<file path="config.mk">
export PLATFORM = sky130hd
export DESIGN_NAME = packed_parent_tree_table
export DESIGN_NICKNAME = d
export VERILOG_FILES = /design/src/hw/rtl/pptt_pkg.sv /design/src/hw/rtl/pptt_store.sv /design/src/hw/rtl/packed_parent_tree_table.sv
export SDC_FILE = /design/constraint.sdc
export NUM_CORES = 1
export LEC_CHECK = 0
export BUFFER_PORTS_ARGS = -buffer_cell sky130_fd_sc_hd__buf_2
export CAP_MARGIN = 40
export CELL_PAD_IN_SITES_DETAIL_PLACEMENT = 0
export CELL_PAD_IN_SITES_GLOBAL_PLACEMENT = 1
export CORE_MARGIN = 1
export CORE_UTILIZATION = 35
export CTS_CLUSTER_DIAMETER = 40
export CTS_CLUSTER_SIZE = 8
export DETAILED_ROUTE_END_ITERATION = 10
export HOLD_SLACK_MARGIN = 0.03
export PLACE_DENSITY_LB_ADDON = 0.15
export SLEW_MARGIN = 20
export SYNTH_ARGS = -nofsm -noshare
export SYNTH_HDL_FRONTEND = slang
export SYNTH_SLANG_ARGS = --single-unit
</file>
<file path="constraint.sdc">
create_clock -name clk -period 5 [get_ports clk]
set_input_delay 1 -clock clk [delete_from_list [all_inputs] [get_ports clk]]
set_output_delay 1 -clock clk [all_outputs]
set_load 0.005 [all_outputs]
</file>
<file path="src/hw/rtl/pptt_pkg.sv">
// pptt_pkg: shared types and codes for the packed parent tree table
package pptt_pkg;

	typedef enum logic [1:0] {
		CMD_CLEAR = 2'd0,
		CMD_ADD   = 2'd1,
		CMD_READ  = 2'd2,
		CMD_LIST  = 2'd3
	} cmd_t;

	typedef enum logic [1:0] {
		ST_OK    = 2'd0,
		ST_ERR   = 2'd1,
		ST_EMPTY = 2'd2
	} status_t;

	typedef enum logic [1:0] {
		S_IDLE = 2'd0,
		S_READ = 2'd1,
		S_SCAN = 2'd2,
		S_FIN  = 2'd3
	} state_t;

	typedef struct packed {
		cmd_t       cmd;
		logic [5:0] query_index;
		logic [5:0] parent_index;
		logic [1:0] label_in;
		logic [5:0] max_count;
	} req_t;

	typedef struct packed {
		status_t    status;
		logic [5:0] result_index;
		logic [1:0] label_out;
		logic [5:0] parent_out;
		logic [6:0] node_total;
		logic       last;
	} rsp_t;

	typedef struct packed {
		logic [1:0] label;
		logic [5:0] parent;
	} node_t;

endpackage

</file>
<file path="src/hw/rtl/pptt_store.sv">
// pptt_store: node memory, one write port and one registered read port
module pptt_store #(
	parameter int DEPTH = 60,
	parameter int AW    = 6
) (
	input  logic                  clk,
	input  logic                  we,
	input  logic [AW-1:0]         waddr,
	input  pptt_pkg::node_t       wdata,
	input  logic [AW-1:0]         raddr,
	output pptt_pkg::node_t       rdata
);

	pptt_pkg::node_t mem [DEPTH];

	always_ff @(posedge clk) begin
		if (we) begin
			mem[waddr] <= wdata;
		end
	end

	always_ff @(posedge clk) begin
		rdata <= mem[raddr];
	end

endmodule

</file>
<file path="src/hw/rtl/packed_parent_tree_table.sv">
// packed_parent_tree_table: tree store top level with command sequencer
//
//   channel   ports                     handshake
//   command   start, busy, req          taken when start && !busy
//   result    rsp_valid, rsp            one cycle per word, no back-pressure
//
// clear and add child answer from idle; read node passes the read state (one memory read).
// list root children scans the stored nodes: it issues one memory read per cycle
// and checks the parent in the cycle after; max_count can end it early.
// reset and clear leave only the root; entries at or above the node count
// read as zero, so no clearing pass is needed. the receiver cannot stall.
module packed_parent_tree_table #(
	parameter int MAX_NODES = 60
) (
	input  logic            clk,
	input  logic            arst_n,
	input  logic            start,
	output logic            busy,
	input  pptt_pkg::req_t  req,
	output logic            rsp_valid,
	output pptt_pkg::rsp_t  rsp
);

	localparam int AW = (MAX_NODES > 1) ? $clog2(MAX_NODES) : 1;
	localparam logic [6:0] MaxCnt = 7'(MAX_NODES);

	pptt_pkg::state_t state_q, state_d;
	logic [6:0]       count_q, count_d;
	logic [6:0]       issue_q, issue_d;
	logic             chk_v_s1, chk_v_d;
	logic [5:0]       chk_idx_s1, chk_idx_d;
	logic [5:0]       n_q, n_d;
	logic [5:0]       cap_q, cap_d;
	logic             pend_v_q, pend_v_d;
	logic [5:0]       pend_idx_q, pend_idx_d;
	logic             rd_err_s1, rd_err_d;
	logic             rd_hit_s1, rd_hit_d;
	pptt_pkg::rsp_t   rsp_q, rsp_d;
	logic             rsp_v_q, rsp_v_d;

	logic             we;
	logic [AW-1:0]    waddr;
	pptt_pkg::node_t  wdata;
	logic [AW-1:0]    raddr;
	pptt_pkg::node_t  rdata;
	logic             found;

	pptt_store #(
		.DEPTH (MAX_NODES),
		.AW    (AW)
	) u_store (
		.clk   (clk),
		.we    (we),
		.waddr (waddr),
		.wdata (wdata),
		.raddr (raddr),
		.rdata (rdata)
	);

	assign busy      = (state_q != pptt_pkg::S_IDLE);
	assign rsp_valid = rsp_v_q;
	assign rsp       = rsp_q;

	assign found = chk_v_s1 && (rdata.parent == 6'd0);

	always_comb begin
		state_d    = state_q;
		count_d    = count_q;
		issue_d    = issue_q;
		chk_v_d    = 1'b0;
		chk_idx_d  = chk_idx_s1;
		n_d        = n_q;
		cap_d      = cap_q;
		pend_v_d   = pend_v_q;
		pend_idx_d = pend_idx_q;
		rd_err_d   = rd_err_s1;
		rd_hit_d   = rd_hit_s1;
		rsp_d      = '0;
		rsp_v_d    = 1'b0;
		we         = 1'b0;
		waddr      = count_q[AW-1:0];
		wdata      = '{label: req.label_in, parent: req.parent_index};
		raddr      = issue_q[AW-1:0];

		case (state_q)
			pptt_pkg::S_IDLE: begin
				if (start) begin
					case (req.cmd)
						pptt_pkg::CMD_CLEAR: begin
							count_d          = 7'd1;
							rsp_d.status     = pptt_pkg::ST_OK;
							rsp_d.node_total = 7'd1;
							rsp_d.last       = 1'b1;
							rsp_v_d          = 1'b1;
						end
						pptt_pkg::CMD_ADD: begin
							rsp_d.last = 1'b1;
							rsp_v_d    = 1'b1;
							if (count_q >= MaxCnt || {1'b0, req.parent_index} >= count_q) begin
								rsp_d.status     = pptt_pkg::ST_ERR;
								rsp_d.node_total = count_q;
							end else begin
								we                 = 1'b1;
								count_d            = count_q + 7'd1;
								rsp_d.status       = pptt_pkg::ST_OK;
								rsp_d.result_index = count_q[5:0];
								rsp_d.node_total   = count_q + 7'd1;
							end
						end
						pptt_pkg::CMD_READ: begin
							raddr    = req.query_index[AW-1:0];
							rd_err_d = ({1'b0, req.query_index} >= MaxCnt);
							// root and unused entries read as zero
							rd_hit_d = (req.query_index != 6'd0)
								&& ({1'b0, req.query_index} < count_q);
							state_d  = pptt_pkg::S_READ;
						end
						pptt_pkg::CMD_LIST: begin
							n_d      = 6'd0;
							cap_d    = req.max_count;
							pend_v_d = 1'b0;
							issue_d  = 7'd1;
							state_d  = (req.max_count == 6'd0) ? pptt_pkg::S_FIN
								: pptt_pkg::S_SCAN;
						end
						default: begin
							state_d = pptt_pkg::S_IDLE;
						end
					endcase
				end
			end
			pptt_pkg::S_READ: begin
				rsp_d.status     = rd_err_s1 ? pptt_pkg::ST_ERR : pptt_pkg::ST_OK;
				rsp_d.label_out  = (rd_hit_s1 && !rd_err_s1) ? rdata.label : 2'd0;
				rsp_d.parent_out = (rd_hit_s1 && !rd_err_s1) ? rdata.parent : 6'd0;
				rsp_d.node_total = count_q;
				rsp_d.last       = 1'b1;
				rsp_v_d          = 1'b1;
				state_d          = pptt_pkg::S_IDLE;
			end
			pptt_pkg::S_SCAN: begin
				if (issue_q < count_q) begin
					chk_v_d   = 1'b1;
					chk_idx_d = issue_q[5:0];
					issue_d   = issue_q + 7'd1;
				end
				// a hit is held back one step so the final word can carry last
				if (found) begin
					if (pend_v_q) begin
						rsp_d.status       = pptt_pkg::ST_OK;
						rsp_d.result_index = pend_idx_q;
						rsp_d.node_total   = count_q;
						rsp_v_d            = 1'b1;
					end
					pend_v_d   = 1'b1;
					pend_idx_d = chk_idx_s1;
					n_d        = n_q + 6'd1;
				end
				if ((found && (n_q + 6'd1) == cap_q) || (!chk_v_s1 && issue_q >= count_q)) begin
					state_d = pptt_pkg::S_FIN;
				end
			end
			pptt_pkg::S_FIN: begin
				rsp_d.status       = pend_v_q ? pptt_pkg::ST_OK : pptt_pkg::ST_EMPTY;
				rsp_d.result_index = pend_v_q ? pend_idx_q : 6'd0;
				rsp_d.node_total   = count_q;
				rsp_d.last         = 1'b1;
				rsp_v_d            = 1'b1;
				state_d            = pptt_pkg::S_IDLE;
			end
			default: begin
				state_d = pptt_pkg::S_IDLE;
			end
		endcase
	end

	always_ff @(posedge clk or negedge arst_n) begin
		if (!arst_n) begin
			state_q  <= pptt_pkg::S_IDLE;
			count_q  <= 7'd1;
			chk_v_s1 <= 1'b0;
			pend_v_q <= 1'b0;
			rsp_v_q  <= 1'b0;
		end else begin
			state_q  <= state_d;
			count_q  <= count_d;
			chk_v_s1 <= chk_v_d;
			pend_v_q <= pend_v_d;
			rsp_v_q  <= rsp_v_d;
		end
	end

	always_ff @(posedge clk) begin
		issue_q    <= issue_d;
		chk_idx_s1 <= chk_idx_d;
		n_q        <= n_d;
		cap_q      <= cap_d;
		pend_idx_q <= pend_idx_d;
		rd_err_s1  <= rd_err_d;
		rd_hit_s1  <= rd_hit_d;
		rsp_q      <= rsp_d;
	end

`ifndef SYNTHESIS
	a_count_range: assert property (@(posedge clk) disable iff (!arst_n)
		(count_q >= 7'd1) && (count_q <= MaxCnt))
		else $error("node count out of range");

	a_nonlast_in_list: assert property (@(posedge clk) disable iff (!arst_n)
		(rsp_v_q && !rsp_q.last) |-> (state_q == pptt_pkg::S_SCAN || state_q == pptt_pkg::S_FIN))
		else $error("non-final word outside a listing");

	a_final_word: assert property (@(posedge clk) disable iff (!arst_n)
		$fell(busy) |-> (rsp_v_q && rsp_q.last))
		else $error("busy dropped without a final word");

	a_pend_bound: assert property (@(posedge clk) disable iff (!arst_n)
		(state_q == pptt_pkg::S_SCAN) |-> (n_q < cap_q))
		else $error("listing ran past its limit");
`endif

endmodule

</file>
==> results of run 1 <==
==> placed cells by master, fill, tap and decap left out, drive strengths merged, types with 38 or more instances in the layout <==
cell type and instances:
buf 130, mux2i 70, nor2 86, nand2 117, nand3 38, edfxtp 513
clkbuf 128, mux4 40, o21ai 49, and3 40
==> worst register-to-register path, delay by kind of cell (launching register included) <==
kind | cells | cell delay (ns)
adders and majority gates | 1 | 0.43
buffers and inverters | 2 | 0.73
DFF | 1 | 0.69
and+or+nand+nor | 2 | 0.78
AOI/OAI and AO/OA | 4 | 1.22
==> cell families (layout without fill, tap and decap cells) <==
group / Yosys count / count (layout)
flip-flops: 557 / 557
AND/OR/NAND/NOR: 365 / 365
AO/OA/AOI/OAI: 252 / 252
multiplexers: 110 / 110
buffers and inverters: 92 / 316
adder cells (fa/ha/maj): 23 / 23
XOR/XNOR: 14 / 14
==> power by group <==
part | internal [mW] | leakage [nW] | switching [mW]
combinational | 1.16 | 2.78 | 2.07
clock | 3.93 | 1.47 | 2.15
sequential | 5.32 | 5.03 | 0.242
==> synth_stat cells (15+ instances only) <==
master | count | share of area
sky130_fd_sc_hd__edfxtp_1 | 513 | 0.69
sky130_fd_sc_hd__and2_1 | 15 | 0.0042
sky130_fd_sc_hd__nor2_1 | 85 | 0.014
sky130_fd_sc_hd__clkbuf_1 | 34 | 0.0057
sky130_fd_sc_hd__and3_1 | 40 | 0.011
sky130_fd_sc_hd__a211oi_1 | 34 | 0.011
sky130_fd_sc_hd__buf_2 | 24 | 0.0054
sky130_fd_sc_hd__o22ai_1 | 17 | 0.0047
sky130_fd_sc_hd__a2111oi_0 | 15 | 0.0059
sky130_fd_sc_hd__nor4_1 | 23 | 0.0064
sky130_fd_sc_hd__inv_1 | 16 | 0.0027
sky130_fd_sc_hd__a31oi_1 | 16 | 0.0045
sky130_fd_sc_hd__dfxtp_1 | 32 | 0.029
sky130_fd_sc_hd__o21ai_0 | 45 | 0.010
sky130_fd_sc_hd__mux2i_1 | 70 | 0.031
sky130_fd_sc_hd__mux4_2 | 40 | 0.040
sky130_fd_sc_hd__ha_1 | 23 | 0.013
sky130_fd_sc_hd__a22o_1 | 23 | 0.0090
sky130_fd_sc_hd__nand3_1 | 37 | 0.0083
sky130_fd_sc_hd__a21oi_1 | 34 | 0.0076
sky130_fd_sc_hd__nand2_1 | 116 | 0.019
==> registers in the layout (all words and copies together), names as in the netlist, 2 cells and up <==
signal	count
cap_q	6
chk_idx_s1	6
count_q	7
issue_q	7
n_q	6
pend_idx_q	6
rsp	24
state_q	2
u_store.mem	480
u_store.rdata	8
==> worst max path at each step <==
| stage | slack (ns) | start | cells after the start | to |
|---|---|---|---|---|
| 2_1_floorplan | 1.50 | req[8] | 10 | u_store.mem[26][0] |
| 3_3_place_gp | 0.51 | req[20] | 9 | u_store.rdata[4] |
| 3_5_place_dp | 0.45 | req[20] | 9 | u_store.rdata[4] |
| 4_1_cts | 0.85 | count_q[1] | 9 | u_store.mem[11][0] |
| 5_1_grt | 0.67 | count_q[1] | 9 | u_store.mem[8][2] |
| 6_report | 0.77 | count_q[1] | 9 | u_store.mem[59][0] |
==> per-stage QoR <==
stage	power [mW]	util
after global routing	15.44	0.4282
after global placement	8.845	0.3785
after floorplan	7.512	-
after CTS	14.97	0.4270
final	14.86	0.4282
after detailed placement	8.856	0.3791
==> per-layer routing <==
layer,wire [um],GRT usage,part of all wire,vias to the layer above
met5,0,0,0,-
met4,1942,0.07151,0.030,0
met3,4315,0.04943,0.067,108
met2,29060,0.3064,0.45,450
met1,29160,0.2810,0.45,6691
li1,-,-,-,5925
==> area by class of cell <==
type	instances	area share
sequential	557	0.6040
multi-input combinational	764	0.2086
clock buffer	128	0.09778
tap	846	0.03911
timing repair buffer	131	0.03375
clock inverter	38	0.01405
inverter	19	0.002635
==> results.toml, run 1 <==
[placed_design]
dpl.cell_count = 2310
post-place-ws_ns = 0.4523
numPortBuffers = 50
routabilityCongestion = 0.7988
dp_hpwl_um = 42530
placement.cell_area_mm2 = 0.02396

[sta]
maxSlewHeadroom = 0.3587
worst_pin_slew_ns = 0.9531
final.setup.tns_ns = 0
post_layout_worst_setup_margin_ns = 0.7702
fmaxAchievable_mhz = 236.4
min_period_ns = 4.230
min_period_over_period = 0.8460
final_hold_vios = 0
worst_hold_slack_ns = 0.2549
setup_violations = 0
rsz0062_at_grt = "false"
finClkSkew_ns = 0.02234
max_slew_violation_count = 0

[setup_path]
path_class = "register to register"
worst_r2r_endpoint = "u_store.mem[59][0]"
required_time_worst_endpoint_ns = 5.25
crit_top_cell = "sky130_fd_sc_hd__a21o_1"
worst-endpoint-arrival_ns = 4.48
cp_slowest_stage_delay_ns = 0.69
critPathSlowestCell = "sky130_fd_sc_hd__dfrtp_1"
r2r_start = "count_q[1]"
timing.critical_path.buf_inv = 2
timing.critical_path.to_type = "register"
critical_path.startpoint_type = "register"
path_cells = "inv_1, ha_1, a21o_1, a21o_1, a211oi_1, o211a_1, nand4_1, buf_4, nor2_1"
r2r_setup_slack_ns = 0.77
worst-r2r-cell-count = 9
critical_path_peak_fanout = 9
timing.critical_path.max_delay_family = "compound AO/OA/AOI/OAI gates"

[synth]
synth.cell_area_mm2 = 0.02242
synth_top_family_by_area = "compound AO/OA/AOI/OAI gates"
yosys_warnings = 0
synth-seq-area-share = 0.7292
synth_compound_gate_area_share = 0.08104
synthesis.nets = 1461
synthFlopType = "sky130_fd_sc_hd__edfxtp_1"
yosys.area_share.simple = 0.07987
yosysUniqueCellTypes = 75
ys_seq_elements = 557
post_synth_xor_area_fraction = 0.005470
synth_adder_area_share = 0.01284
number_of_synthesized_flops_with_an_enable_pin = 513
cells_after_synthesis = 1413
async_flop_share = 0.02154
yosys-mux-area-fraction = 0.07144
syn-mean-instance-area_um2 = 15.87

[layout]
layout-drive-gt1-share = 0.2010
area_growth_syn_to_layout_pct = 20.72
antennaDiodeCount = 0
layout.filler_cells = 5642
stdcell_area_mm2 = 0.02706
seqCellArea_mm2 = 0.01635
multi_input_comb_area_mm2 = 0.005647
nets = 1617
fin_cells = 2483

[worst_hold_path]
worstHoldPathType = "primary input to async pin"

[clock_network]
number_of_h_tree_levels = 3
clock_path_buffers = 3
post_cts_hold_buffer_count = 0
path_clk_slew_ns = 0.05
postCtsSetupBuffers = 0
cts_inserted_buffers = 96
tritoncts = "done"
numClockSinks = 557
clock_insertion_delay_worst_skew_ns = 0.64
post_cts_resized = 0
clock-root-buffer = "sky130_fd_sc_hd__clkbuf_16"

[flow_run]
max-cap-violations = 0

[route]
drt_drc_violations_left = 0
ant_nets = 0
post_detailed_routing_wire_length_um = 64480
drt_iter0_drcs = 1178
detailedRoute.firstPassIterationCount = 5
viasPerCell = 5.306
wire_per_inst_um = 25.97
detailroute.via_count = 13174

[pwr]
power_leakage_nw = 9.279
power-per-cell-area_mw_per_mm2 = 549.1
irDropWorstVdd_mv = 0.2418

[global_routing]
grt-ovfl-total = 0
grt_antenna_before_repair = 1
grt_start_max_net_pins = 61
globalRouteTotalUtil = 0.2018
grt_pass1_wl_um = 92610
grt_pass1_vias = 13178

[die]
core_area_mm2 = 0.06320
rows = 92
initial_core_util = 0.3547
io_pins = 51
die_wd_um = 255.1
fp.dieH_um = 255.1
fp.dieArea_mm2 = 0.06507

[run_status]
run_status = "finished, final reports clean"
(Power assumes the default switching activity.)
==> inputs of run 2 (changes only) <==
--- a/config.mk
+++ b/config.mk
@@ -5,6 +5,7 @@
 export SDC_FILE = /design/constraint.sdc
 export NUM_CORES = 1
 export LEC_CHECK = 0
+export ABC_AREA = 1
 export BUFFER_PORTS_ARGS = -buffer_cell sky130_fd_sc_hd__buf_2
 export CAP_MARGIN = 40
 export CELL_PAD_IN_SITES_DETAIL_PLACEMENT = 0
==> constraint.sdc (replaced) <==
create_clock -name clk -period 3.7 [get_ports clk]
set_input_delay 0.74 -clock clk [delete_from_list [all_inputs] [get_ports clk]]
set_output_delay 0.74 -clock clk [all_outputs]
set_load 0.005 [all_outputs]
==> run 2 against run 1 <==
Compared with the run above: non-clock buffer count rose by 46; first-iteration DRC count rose by 0.93%; wire length rose by 13%; utilization rose by 0.074 points; total power rose by 36%; final cell count rose by 44%; sequential share of layout area fell by 5.1 points; flip-flop and latch count did not move; clock power rose by 37%; largest cell class unchanged; highest routed layer unchanged.
==> results.toml, run 2 <==
[route]
viasPerCell = 4.742
wire_per_inst_um = 20.38
drt_iter0_drcs = 1189
post_detailed_routing_wire_length_um = 72650
ant_nets = 0
drt_drc_violations_left = 0
detailroute.via_count = 16900
detailedRoute.firstPassIterationCount = 6

[setup_path]
required_time_worst_endpoint_ns = 4.04
path_class = "register to register"
crit_top_cell = "sky130_fd_sc_hd__buf_4"
timing.critical_path.max_delay_family = "buffers and inverters"
critical_path.startpoint_type = "register"
timing.critical_path.buf_inv = 4
critical_path_peak_fanout = 9
timing.critical_path.to_type = "register"
path_cells = "inv_1, ha_1, nand2_1, o21ai_0, nand4_1, o211a_1, nand2_1, nor2_2, buf_4, nand3_1, buf_4, nor2_1, buf_4"
worst_r2r_endpoint = "u_store.mem[21][0]"
critPathSlowestCell = "sky130_fd_sc_hd__dfrtp_1"
cp_slowest_stage_delay_ns = 0.44
r2r_setup_slack_ns = 0.50
worst-endpoint-arrival_ns = 3.53
r2r_start = "count_q[1]"
worst-r2r-cell-count = 13

[sta]
worst_pin_slew_ns = 0.8325
final.setup.tns_ns = 0
max_slew_violation_count = 0
min_period_over_period = 0.8643
fmaxAchievable_mhz = 312.7
finClkSkew_ns = 0.03338
min_period_ns = 3.198
final_hold_vios = 0
maxSlewHeadroom = 0.4450
setup_violations = 0
worst_hold_slack_ns = 0.2988
rsz0062_at_grt = "false"

[clock_network]
path_clk_slew_ns = 0.05
cts_inserted_buffers = 99
clock_path_buffers = 3
clock_insertion_delay_worst_skew_ns = 0.64
postCtsSetupBuffers = 0
number_of_h_tree_levels = 3
clock-root-buffer = "sky130_fd_sc_hd__clkbuf_16"
tritoncts = "done"
numClockSinks = 557

[run_status]
run_status = "finished, final reports clean"

[synth]
synth_area_leaders = "sky130_fd_sc_hd__edfxtp_1 63%, sky130_fd_sc_hd__nand2_1 9.7%, sky130_fd_sc_hd__nand3_1 8.1%, sky130_fd_sc_hd__inv_1 6.5%, sky130_fd_sc_hd__dfxtp_1 2.6%"
synthMostInstantiatedCell = "sky130_fd_sc_hd__nand2_1"
async_flop_share = 0.02154
synthesis.nets = 2435
synth_largest_type_area_fraction = 0.6289
yosys_warnings = 0
synth-seq-area-share = 0.6674
number_of_synthesized_flops_with_an_enable_pin = 513
yosysUniqueCellTypes = 46
synth_area_leader_cell = "sky130_fd_sc_hd__edfxtp_1"
cells_after_synthesis = 2387
synthFlopType = "sky130_fd_sc_hd__edfxtp_1"
syn-mean-instance-area_um2 = 10.26
ys_seq_elements = 557
yosys-top-cells-count = "633 x sky130_fd_sc_hd__nand2_1, 513 x sky130_fd_sc_hd__edfxtp_1, 424 x sky130_fd_sc_hd__inv_1"
synth.cell_area_mm2 = 0.02449

[layout]
antennaDiodeCount = 0
largest_reg_flops = 480
nets = 2610
max_flop_register = "u_store.mem"
layout_commonest_cell = "sky130_fd_sc_hd__nand2_1"
area_growth_syn_to_layout_pct = 20.75
layout-drive-gt1-share = 0.1280
stdcell_area_mm2 = 0.02958
layout.cells.most_common_list = "633 x sky130_fd_sc_hd__nand2_1, 513 x sky130_fd_sc_hd__edfxtp_1, 424 x sky130_fd_sc_hd__inv_1"
fin_cells = 3564
layout.filler_cells = 6656
post_route_utilization = 0.4290

[die]
fp.dieArea_mm2 = 0.07105
core_area_mm2 = 0.06895
fp.dieH_um = 266.5
rows = 96
initial_core_util = 0.3553
io_pins = 51
die_wd_um = 266.5

[global_routing]
globalRouteTotalUtil = 0.2090
grt_start_max_net_pins = 82
grt_pass1_wl_um = 108300
grt-ovfl-total = 0
grt_pass1_vias = 16937
grt_antenna_before_repair = 1

[flow_run]
max-cap-violations = 0

[pwr]
power-per-cell-area_mw_per_mm2 = 683.5
irDropWorstVdd_mv = 0.3794
power_leakage_nw = 12.55

[placed_design]
dpl.cell_count = 3390
numPortBuffers = 50
placement.cell_area_mm2 = 0.02649
dp_hpwl_um = 45920
routabilityCongestion = 0.8507

[worst_hold_path]
worstHoldPathType = "primary input to register"
whs_path_depth = 1
holdCritStartpoint = "req[5]"
timing.hold.worst_endpoint = "cap_q[5]"
run 2: cell count changes after synthesis, moves of 20 or more:
| cell | delta |
|---|---|
| sky130_fd_sc_hd__and3_1 | -40 |
| sky130_fd_sc_hd__inv_1 | +408 |
| sky130_fd_sc_hd__nor4_1 | -20 |
| sky130_fd_sc_hd__nand3_1 | +360 |
| sky130_fd_sc_hd__a22o_1 | -22 |
| sky130_fd_sc_hd__nand2_1 | +517 |
| sky130_fd_sc_hd__mux4_2 | -40 |
| sky130_fd_sc_hd__buf_2 | +22 |
| sky130_fd_sc_hd__mux2i_1 | -70 |
| sky130_fd_sc_hd__a211oi_1 | -34 |
run 2: timing repair:
action,4_1_cts,5_1_grt
hold buffers,1,0
endpoints found under the hold margin,11,0
resized for setup,0,0
run 2: power by group:
part / leakage [nW] / switching, mW / internal, mW / total, mW
clock network: 1.50 / 3.00 / 5.36 / 8.36
logic: 6.01 / 3.21 / 1.34 / 4.55
registers: 5.04 / 0.175 / 7.13 / 7.31
run 2: worst max path at each step:
stage               startpoint                 end  cells after the start
floorplan              req[12]  u_store.mem[14][0]                      8
global placement       req[12]  u_store.mem[21][3]                     12
detailed placement     req[12]  u_store.mem[21][3]                     12
CTS                 count_q[1]  u_store.mem[21][0]                     13
global route        count_q[1]  u_store.mem[13][6]                     11
finish              count_q[1]  u_store.mem[21][0]                     13
run 2: cell type report:
type	count	area, um^2	area share
multi-input cells	1299	5989	0.2025
well taps	931	1165	0.03938
repair buffers	177	1399	0.04729
clock buffers	126	2653	0.08968
inverters	428	1608	0.05436
clock inverters	46	416.7	0.01409
flip-flops and latches	557	16350	0.5527
run 2: routing by layer:
layer / vias to the layer above / global-route usage / share of wire / routed length [um]
li1: 8182 / - / - / -
met1: 8167 / 0.2857 / 0.46 / 33230
met2: 440 / 0.3420 / 0.47 / 34370
met3: 111 / 0.02722 / 0.045 / 3277
met4: 0 / 0.07114 / 0.024 / 1772
met5: - / 0 / 0 / 0
run 2: metrics by stage:
stage,power [mW],setup slack (ns)
floorplan,10.16,0.8095
global placement,12.01,0.2327
detailed placement,12.01,0.2206
CTS,20.45,0.4789
global route,21.12,0.2917
finish,20.22,0.5022
run 2: cell families after synthesis:
family	Yosys count	synth area share
simple gates	1168	0.2048
flops	557	0.6674
buf+inv	531	0.09005
compound gates	97	0.02212
fa+ha+maj	23	0.01175
xor+xnor	11	0.003933
